<file path="config.mk">
export PLATFORM = sky130hd
export DESIGN_NAME = three_rotor_substitution_cipher_core
export DESIGN_NICKNAME = d
export VERILOG_FILES = /design/src/rtl/core/trsc_pkg.sv /design/src/rtl/core/trsc_queue.sv /design/src/rtl/core/trsc_front.sv /design/src/rtl/core/trsc_back.sv /design/src/rtl/core/three_rotor_substitution_cipher_core.sv
export SDC_FILE = /design/constraint.sdc
export NUM_CORES = 1
export LEC_CHECK = 0
export BUFFER_PORTS_ARGS = -buffer_cell sky130_fd_sc_hd__buf_4
export CAP_MARGIN = 5
export CORE_UTILIZATION = 38
export DETAILED_ROUTE_END_ITERATION = 8
export SLEW_MARGIN = 10
export SYNTH_ARGS = -nofsm -noshare
export SYNTH_HDL_FRONTEND = slang
export SYNTH_SLANG_ARGS = --single-unit
export TNS_END_PERCENT = 5
</file>
<file path="constraint.sdc">
create_clock -name clk -period 6.8 [get_ports clk]
set_input_delay 1.36 -clock clk [delete_from_list [all_inputs] [get_ports clk]]
set_output_delay 1.36 -clock clk [all_outputs]
set_load 0.01 [all_outputs]
</file>
<file path="src/rtl/core/trsc_pkg.sv">
package trsc_pkg;

	// letter and contact width, fixed by the field widths
	localparam int LW = 5;
	localparam int SEL_W = 2;
	localparam int N_ROTORS = 3;

	// queue depths between and after the two halves
	localparam int MID_DEPTH = 4;
	localparam int OUT_DEPTH = 8;

	// request opcodes
	typedef enum logic [1:0] {
		OP_LOAD  = 2'd0,
		OP_ENC   = 2'd1,
		OP_CLEAR = 2'd2,
		OP_NONE  = 2'd3
	} op_t;

	// rotor selects
	localparam logic [SEL_W-1:0] ROT_FAST = 2'd0;
	localparam logic [SEL_W-1:0] ROT_MID  = 2'd1;
	localparam logic [SEL_W-1:0] ROT_SLOW = 2'd2;

	// classified request handed from front to back
	typedef struct packed {
		logic                         is_load;
		logic [SEL_W-1:0]             sel;
		logic [LW-1:0]                idx;
		logic [LW-1:0]                val;
		logic [LW-1:0]                letter;
		logic [N_ROTORS-1:0][LW-1:0]  off;
	} item_t;

endpackage

</file>
<file path="src/rtl/core/trsc_queue.sv">
module trsc_queue #(
	parameter int W = 8,
	parameter int DEPTH = 4
) (
	input  logic         clk,
	input  logic         arst_n,
	input  logic         push,
	input  logic [W-1:0] din,
	output logic         full,
	input  logic         pop,
	output logic [W-1:0] dout,
	output logic         empty
);

	localparam int AW = $clog2(DEPTH);
	localparam int CW = $clog2(DEPTH + 1);

	logic [W-1:0]  mem [DEPTH];
	logic [AW-1:0] wr_ptr_q;
	logic [AW-1:0] rd_ptr_q;
	logic [CW-1:0] cnt_q;
	logic          wr_en;
	logic          rd_en;

	// status and handshake qualification
	assign full  = (cnt_q == CW'(DEPTH));
	assign empty = (cnt_q == '0);
	assign wr_en = push && !full;
	assign rd_en = pop && !empty;
	assign dout  = mem[rd_ptr_q];

	// pointers and fill count
	always_ff @(posedge clk or negedge arst_n) begin
		if (!arst_n) begin
			wr_ptr_q <= '0;
			rd_ptr_q <= '0;
			cnt_q    <= '0;
		end else begin
			if (wr_en) begin
				wr_ptr_q <= (wr_ptr_q == AW'(DEPTH - 1)) ? '0 : wr_ptr_q + 1'b1;
			end
			if (rd_en) begin
				rd_ptr_q <= (rd_ptr_q == AW'(DEPTH - 1)) ? '0 : rd_ptr_q + 1'b1;
			end
			if (wr_en && !rd_en) begin
				cnt_q <= cnt_q + 1'b1;
			end else if (rd_en && !wr_en) begin
				cnt_q <= cnt_q - 1'b1;
			end
		end
	end

	// storage
	always_ff @(posedge clk) begin
		if (wr_en) begin
			mem[wr_ptr_q] <= din;
		end
	end

endmodule

</file>
<file path="src/rtl/core/trsc_front.sv">
module trsc_front import trsc_pkg::*; #(
	parameter int ALPHABET_SIZE = 26
) (
	input  logic             clk,
	input  logic             arst_n,
	input  logic             push,
	output logic             full,
	input  logic [1:0]       op,
	input  logic [SEL_W-1:0] rotor_select,
	input  logic [LW-1:0]    wire_index,
	input  logic [LW-1:0]    wire_value,
	input  logic [LW-1:0]    plain_letter,
	input  logic             mid_full,
	output logic             mid_push,
	output item_t            mid_item
);

	localparam logic [LW:0]   A_EXT = (LW + 1)'(ALPHABET_SIZE);
	localparam logic [LW-1:0] LAST  = LW'(ALPHABET_SIZE - 1);

	logic [N_ROTORS-1:0][LW-1:0] off_q;
	logic [N_ROTORS-1:0][LW-1:0] off_d;
	logic [N_ROTORS-1:0][LW-1:0] stepped;
	logic [LW-1:0]               red_tab [2**LW];
	logic                        acc;
	logic                        load_ok;
	op_t                         opc;

	// letter reduction table, built at elaboration
	for (genvar g = 0; g < 2**LW; g++) begin : g_red
		assign red_tab[g] = LW'(g % ALPHABET_SIZE);
	end

	assign full = mid_full;
	assign acc  = push && !mid_full;
	assign opc  = op_t'(op);

	// load legality: real rotor and in-range contacts
	assign load_ok = (rotor_select inside {ROT_FAST, ROT_MID, ROT_SLOW})
		&& ({1'b0, wire_index} < A_EXT) && ({1'b0, wire_value} < A_EXT);

	// odometer step of the rotor offsets
	always_comb begin
		logic carry;
		carry = 1'b1;
		for (int r = 0; r < N_ROTORS; r++) begin
			stepped[r] = off_q[r];
			if (carry) begin
				if (off_q[r] == LAST) begin
					stepped[r] = '0;
				end else begin
					stepped[r] = off_q[r] + 1'b1;
					carry = 1'b0;
				end
			end
		end
	end

	// classify the request
	always_comb begin
		mid_push = 1'b0;
		off_d    = off_q;
		case (opc)
			OP_LOAD: begin
				mid_push = acc && load_ok;
			end
			OP_ENC: begin
				mid_push = acc;
				if (acc) begin
					off_d = stepped;
				end
			end
			OP_CLEAR: begin
				if (acc) begin
					off_d = '0;
				end
			end
			default: begin
				mid_push = 1'b0;
			end
		endcase
	end

	// request handed to the back half carries the offsets before stepping
	always_comb begin
		mid_item.is_load = (opc == OP_LOAD);
		mid_item.sel     = rotor_select;
		mid_item.idx     = wire_index;
		mid_item.val     = wire_value;
		mid_item.letter  = red_tab[plain_letter];
		mid_item.off     = off_q;
	end

	// rotor offsets
	always_ff @(posedge clk or negedge arst_n) begin
		if (!arst_n) begin
			off_q <= '0;
		end else begin
			off_q <= off_d;
		end
	end

endmodule

</file>
<file path="src/rtl/core/trsc_back.sv">
module trsc_back import trsc_pkg::*; #(
	parameter int ALPHABET_SIZE = 26
) (
	input  logic          clk,
	input  logic          arst_n,
	input  logic          in_vld,
	input  item_t         in_item,
	output logic          in_take,
	input  logic          pop,
	output logic          empty,
	output logic [LW-1:0] cipher_letter
);

	localparam int          AW    = $clog2(ALPHABET_SIZE);
	localparam int          NLK   = 2 * N_ROTORS;
	localparam int          CNT_W = $clog2(OUT_DEPTH + 1);
	localparam logic [LW:0] A_EXT = (LW + 1)'(ALPHABET_SIZE);

	// modular helpers on values below the alphabet size
	function automatic logic [LW-1:0] add_mod(input logic [LW-1:0] a, input logic [LW-1:0] b);
		logic [LW:0] s;
		s = {1'b0, a} + {1'b0, b};
		if (s >= A_EXT) begin
			s = s - A_EXT;
		end
		return s[LW-1:0];
	endfunction

	function automatic logic [LW-1:0] sub_mod(input logic [LW-1:0] x, input logic [LW-1:0] c);
		logic [LW:0] s;
		s = {1'b0, x} + A_EXT - {1'b0, c};
		if (s >= A_EXT) begin
			s = s - A_EXT;
		end
		return s[LW-1:0];
	endfunction

	function automatic logic [LW-1:0] reflect(input logic [LW-1:0] x);
		logic [LW-1:0] r;
		r = x ^ LW'(1);
		return ({1'b0, r} < A_EXT) ? r : x;
	endfunction

	logic           vld_s  [1:NLK];
	item_t          item_s [1:NLK];
	logic [LW-1:0]  rd_s   [1:NLK];
	logic [CNT_W-1:0] cnt_q;
	logic           issue_enc;
	logic           pop_ok;
	logic           out_push;
	logic [LW-1:0]  res;

	// issue when a load, or when a result queue slot is free to reserve
	assign in_take   = in_vld && (in_item.is_load || (cnt_q < CNT_W'(OUT_DEPTH)));
	assign issue_enc = in_take && !in_item.is_load;
	assign pop_ok    = pop && !empty;

	// six lookups: inverse fast, middle, slow, then wiring slow, middle, fast
	for (genvar j = 0; j < NLK; j++) begin : g_lk
		localparam int   ROTN = (j < N_ROTORS) ? j : (NLK - 1 - j);
		localparam int   PREV = (j == 0) ? 0 : ((j - 1 < N_ROTORS) ? j - 1 : (NLK - j));
		localparam bit   INV  = (j < N_ROTORS);

		logic          cur_vld;
		item_t         cur;
		logic [LW-1:0] xin;
		logic [AW-1:0] addr;
		logic [AW-1:0] wa;
		logic [LW-1:0] wd;
		logic [LW-1:0] mem [ALPHABET_SIZE];

		// letter entering this lookup
		if (j == 0) begin : g_head
			assign cur_vld = in_take;
			assign cur     = in_item;
			assign xin     = in_item.letter;
		end else if (j == N_ROTORS) begin : g_refl
			assign cur_vld = vld_s[j];
			assign cur     = item_s[j];
			assign xin     = reflect(add_mod(item_s[j].off[PREV], rd_s[j]));
		end else begin : g_mid
			assign cur_vld = vld_s[j];
			assign cur     = item_s[j];
			assign xin     = add_mod(item_s[j].off[PREV], rd_s[j]);
		end

		assign addr = AW'(sub_mod(xin, cur.off[ROTN]));

		// loads write this table as they pass its read point
		if (INV) begin : g_winv
			assign wa = AW'(cur.val);
			assign wd = cur.idx;
		end else begin : g_wwir
			assign wa = AW'(cur.idx);
			assign wd = cur.val;
		end

		// table and stage registers
		always_ff @(posedge clk) begin
			if (cur_vld && cur.is_load && (cur.sel == SEL_W'(ROTN))) begin
				mem[wa] <= wd;
			end
			rd_s[j + 1]   <= mem[addr];
			item_s[j + 1] <= cur;
		end

		always_ff @(posedge clk or negedge arst_n) begin
			if (!arst_n) begin
				vld_s[j + 1] <= 1'b0;
			end else begin
				vld_s[j + 1] <= cur_vld;
			end
		end
	end

	// last offset add gives the cipher letter
	assign res      = add_mod(item_s[NLK].off[0], rd_s[NLK]);
	assign out_push = vld_s[NLK] && !item_s[NLK].is_load;

	// slots held by letters in flight or waiting
	always_ff @(posedge clk or negedge arst_n) begin
		if (!arst_n) begin
			cnt_q <= '0;
		end else if (issue_enc && !pop_ok) begin
			cnt_q <= cnt_q + 1'b1;
		end else if (pop_ok && !issue_enc) begin
			cnt_q <= cnt_q - 1'b1;
		end
	end

	// result queue
	trsc_queue #(
		.W     (LW),
		.DEPTH (OUT_DEPTH)
	) u_out_q (
		.clk    (clk),
		.arst_n (arst_n),
		.push   (out_push),
		.din    (res),
		.full   (),
		.pop    (pop),
		.dout   (cipher_letter),
		.empty  (empty)
	);

endmodule

</file>
<file path="src/rtl/core/three_rotor_substitution_cipher_core.sv">
// channel   | handshake         | fields
// ----------+-------------------+----------------------------------------------------
// request   | push / full       | op, rotor_select, wire_index, wire_value, plain_letter
// result    | empty / pop       | cipher_letter
//
// one request per cycle is taken while the middle queue has room; letters flow
// through six table lookups, each one registered, and then into the result queue.
// loads and offset clears give no result.
// reset clears offsets and queues; wiring tables hold nothing until loaded.
// a stalled result side backs up the result queue, then the middle queue, then full.
module three_rotor_substitution_cipher_core import trsc_pkg::*; #(
	parameter int ALPHABET_SIZE = 26
) (
	input  logic             clk,
	input  logic             arst_n,
	input  logic             push,
	output logic             full,
	input  logic [1:0]       op,
	input  logic [SEL_W-1:0] rotor_select,
	input  logic [LW-1:0]    wire_index,
	input  logic [LW-1:0]    wire_value,
	input  logic [LW-1:0]    plain_letter,
	output logic             empty,
	input  logic             pop,
	output logic [LW-1:0]    cipher_letter
);

	logic  mid_full;
	logic  mid_push;
	logic  mid_empty;
	logic  mid_take;
	item_t mid_in;
	item_t mid_out;

	// accept and classify requests, step offsets
	trsc_front #(
		.ALPHABET_SIZE (ALPHABET_SIZE)
	) u_front (
		.clk          (clk),
		.arst_n       (arst_n),
		.push         (push),
		.full         (full),
		.op           (op),
		.rotor_select (rotor_select),
		.wire_index   (wire_index),
		.wire_value   (wire_value),
		.plain_letter (plain_letter),
		.mid_full     (mid_full),
		.mid_push     (mid_push),
		.mid_item     (mid_in)
	);

	// decoupling queue
	trsc_queue #(
		.W     ($bits(item_t)),
		.DEPTH (MID_DEPTH)
	) u_mid_q (
		.clk    (clk),
		.arst_n (arst_n),
		.push   (mid_push),
		.din    (mid_in),
		.full   (mid_full),
		.pop    (mid_take),
		.dout   (mid_out),
		.empty  (mid_empty)
	);

	// lookup pipeline and result queue
	trsc_back #(
		.ALPHABET_SIZE (ALPHABET_SIZE)
	) u_back (
		.clk           (clk),
		.arst_n        (arst_n),
		.in_vld        (!mid_empty),
		.in_item       (mid_out),
		.in_take       (mid_take),
		.pop           (pop),
		.empty         (empty),
		.cipher_letter (cipher_letter)
	);

endmodule

</file>
==> reports/qor.yml <==
placed_design:
  place_congestion: 0.863
  port_buffers: 29
  dp_hpwl_mm: 72.0
clock_network:
  clockBufferDepth: 3
  htreeDepth: 3
  post_cts_resize_count: 0
  root_buffer: "clkbuf_16"
  clock_sinks: 1165
  postCtsSetupBuffers: 0
  clk_pin_slew_ps: 60
  cts_tree: "done"
  clk_latency_ps: 720
  hold_buffers: 0
  cts_made_buffers: 119
synthesis:
  synth_largest_area_cell: "edfxtp_1"
  synth-async-reset-ratio: 0.0361
  syn-instance-count: 3508
  synth_top_flop_cell: "edfxtp_1"
  synth_top_area_share: 0.575
  yosysSeqAreaShare: 0.665
  yosysMostFrequentCell: "edfxtp_1"
  synth_nets: 3668
  synth.distinct_cells: 92
  netlist_top_cells_count: "952 x edfxtp_1, 372 x nor2_1, 275 x nand2_1"
  synth_edf_count: 952
  synth_area_leaders: "edfxtp_1 57%, dfxtp_1 6.9%, mux4_2 5.0%"
  syn-mean-instance-area_um2: 14.2
  ys_ff_latch: 1165
  ys_warn_count: 0
  synthesis.area_mm2: 0.0497
job:
  max_cap_viol_count: 0
finish:
  areaGrowthSynthToFinish_pct: 12.6
  nNetsFinal: 3723
  final_layout_size_suffix_gt1_frac: 0.134
global_route:
  first_global_vias: 28800
  grt_antenna_before_repair: 2
  track_usage: 0.166
  grt_first_pass_wirelength_mm: 171
  grt_max_degree: 46
  overflow: 0
critical_path:
  critical_path_arrival_ps: 6910
  crit_type: "register to register"
  required_ps: 7360
  cp-start-kind: "register"
  path_max_fanout: 18
  crit_path_end_kind: "register"
sta:
  hold_violations: 0
  rsz0062_at_grt: "no"
  clock.fmax_mhz: 157
  fin_crit_sh: 0.934
  tns_ps: 0
  final_max_slew_viol_count: 0
  setup-violations-final: 0
  finalCriticalPeriod_ps: 6350
  relSlewSlack: 0.184
  worst_pin_slew_ps: 1220
  skew_ps: 56.1
drt:
  routedWlPerCell_um: 20.3
  viasPerCell: 5.36
  drt-total-wl_mm: 110
  drc: 0
  drtAntennaViolNets: 0
  drtPass1Iterations: 6
  vias: 29000
  drtIter0Drc: 2808
die:
  coreArea_mm2: 0.130
  initial_utilization: 0.384
  dieHeight_um: 364
  io_pins: 30
  chipWidth_um: 364
  placement_rows: 132
  die_area_mm2: 0.132
hold_path:
  hold_class: "register to register"
outcome:
  outcome: "finished clean"
layer usage:
metal | GRT usage | wire length (um)
met1 | 0.230 | 49100
met2 | 0.272 | 52600
met3 | 0.0235 | 5680
met4 | 0.0435 | 2480
met5 | 0 | 0
state kept, by name, indices dropped and copies added, names as in the netlist:
register,count
u_back.cnt_q,4
u_back.g_lk.cur_vld,5
u_back.g_lk.mem,780
u_back.item_s,141
u_back.rd_s,30
u_back.u_out_q.cnt_q,4
u_back.u_out_q.mem,40
u_back.u_out_q.rd_ptr_q,3
u_back.u_out_q.wr_ptr_q,3
u_back.vld_s,1
u_front.mid_item,15
u_mid_q.cnt_q,3
u_mid_q.mem,132
u_mid_q.rd_ptr_q,2
u_mid_q.wr_ptr_q,2
layout by cell type (no fill, tap or decap), types with 22 or more instances in the layout:
cell type,instances
a21o_1,22
a21oi_1,99
a22oi_1,29
a31oi_1,39
buf_4,67
clkbuf_1,22
clkbuf_16,125
clkinv_2,25
dfrtp_1,41
dfxtp_1,171
edfxtp_1,952
ha_1,120
inv_1,120
mux2_2,48
mux2i_1,110
mux4_2,111
nand2_1,275
nand2b_1,28
nand3_1,76
nand3b_1,23
nand4_1,25
nor2_1,372
nor2b_1,39
nor3_1,66
o211ai_1,66
o21ai_0,64
o22ai_1,61
xnor2_1,43
xor2_1,25
worst max-delay path, cell delays in order, from the launching register on:
cell and delay [ps]:
dfxtp_1 340, ha_1 240, fa_1 430, xnor2_1 370, ha_1 210, nand2b_1 70
a31oi_1 220, o21bai_1 80, a22oi_1 230, nor3_1 100, xor2_1 140, ha_1 150
inv_1 40, ha_1 200, fa_1 550, or2_0 280, and3_1 210, mux2i_2 360
a21oi_2 200, nor2_4 620, mux2_2 420, o211ai_1 200, nor2b_1 80, or3_1 460
area by class of cell:
type / instances / area [um2]
inverter: 121 / 454
fill: 11500 / 73600
sequential: 1165 / 33100
multi-input combinational: 2088 / 15700
timing repair buffer: 68 / 523
antenna: 1 / 2.50
clock inverter: 61 / 633
clock buffer: 167 / 3490
tap: 1742 / 2180
metrics by stage:
stage	instances	util	hold WS (ps)	setup slack, ps	cell area [um2]
floorplan	3508	-	310	1350	49700
global placement	5184	0.400	311	559	51900
detailed placement	5184	0.400	313	461	51900
CTS	5412	0.432	326	466	56000
global route	5412	0.432	330	17.2	56000
finish	5413	0.432	324	447	56000
logic make-up after synthesis:
group           share of synthesized area
xor+xnor                           0.0151
compound gates                     0.0823
fa+ha+maj                          0.0367
mux                                0.0865
buf+inv                            0.0211
simple gates                       0.0935
flops                               0.665
path summary, 6_finish.rpt:
path                                        from                          to  slack (ps)  depth (start not counted)
max                        u_back.item_s[0][109]          u_back.rd_s[0][20]         450                         23
min                         u_back.item_s[0][44]        u_back.item_s[0][77]         320                          0
max reg2reg                u_back.item_s[0][109]          u_back.rd_s[0][20]         450                         23
min reg2reg                 u_back.item_s[0][44]        u_back.item_s[0][77]         320                          0
max in group asynchronous                 arst_n         u_mid_q.rd_ptr_q[0]        5660                          1
min in group asynchronous                 arst_n  u_back.u_out_q.wr_ptr_q[2]         650                          1
Power is left out: the tool's default activity adds up to more than one toggle a clock period on the data nets, which glitch-free logic cannot reach.
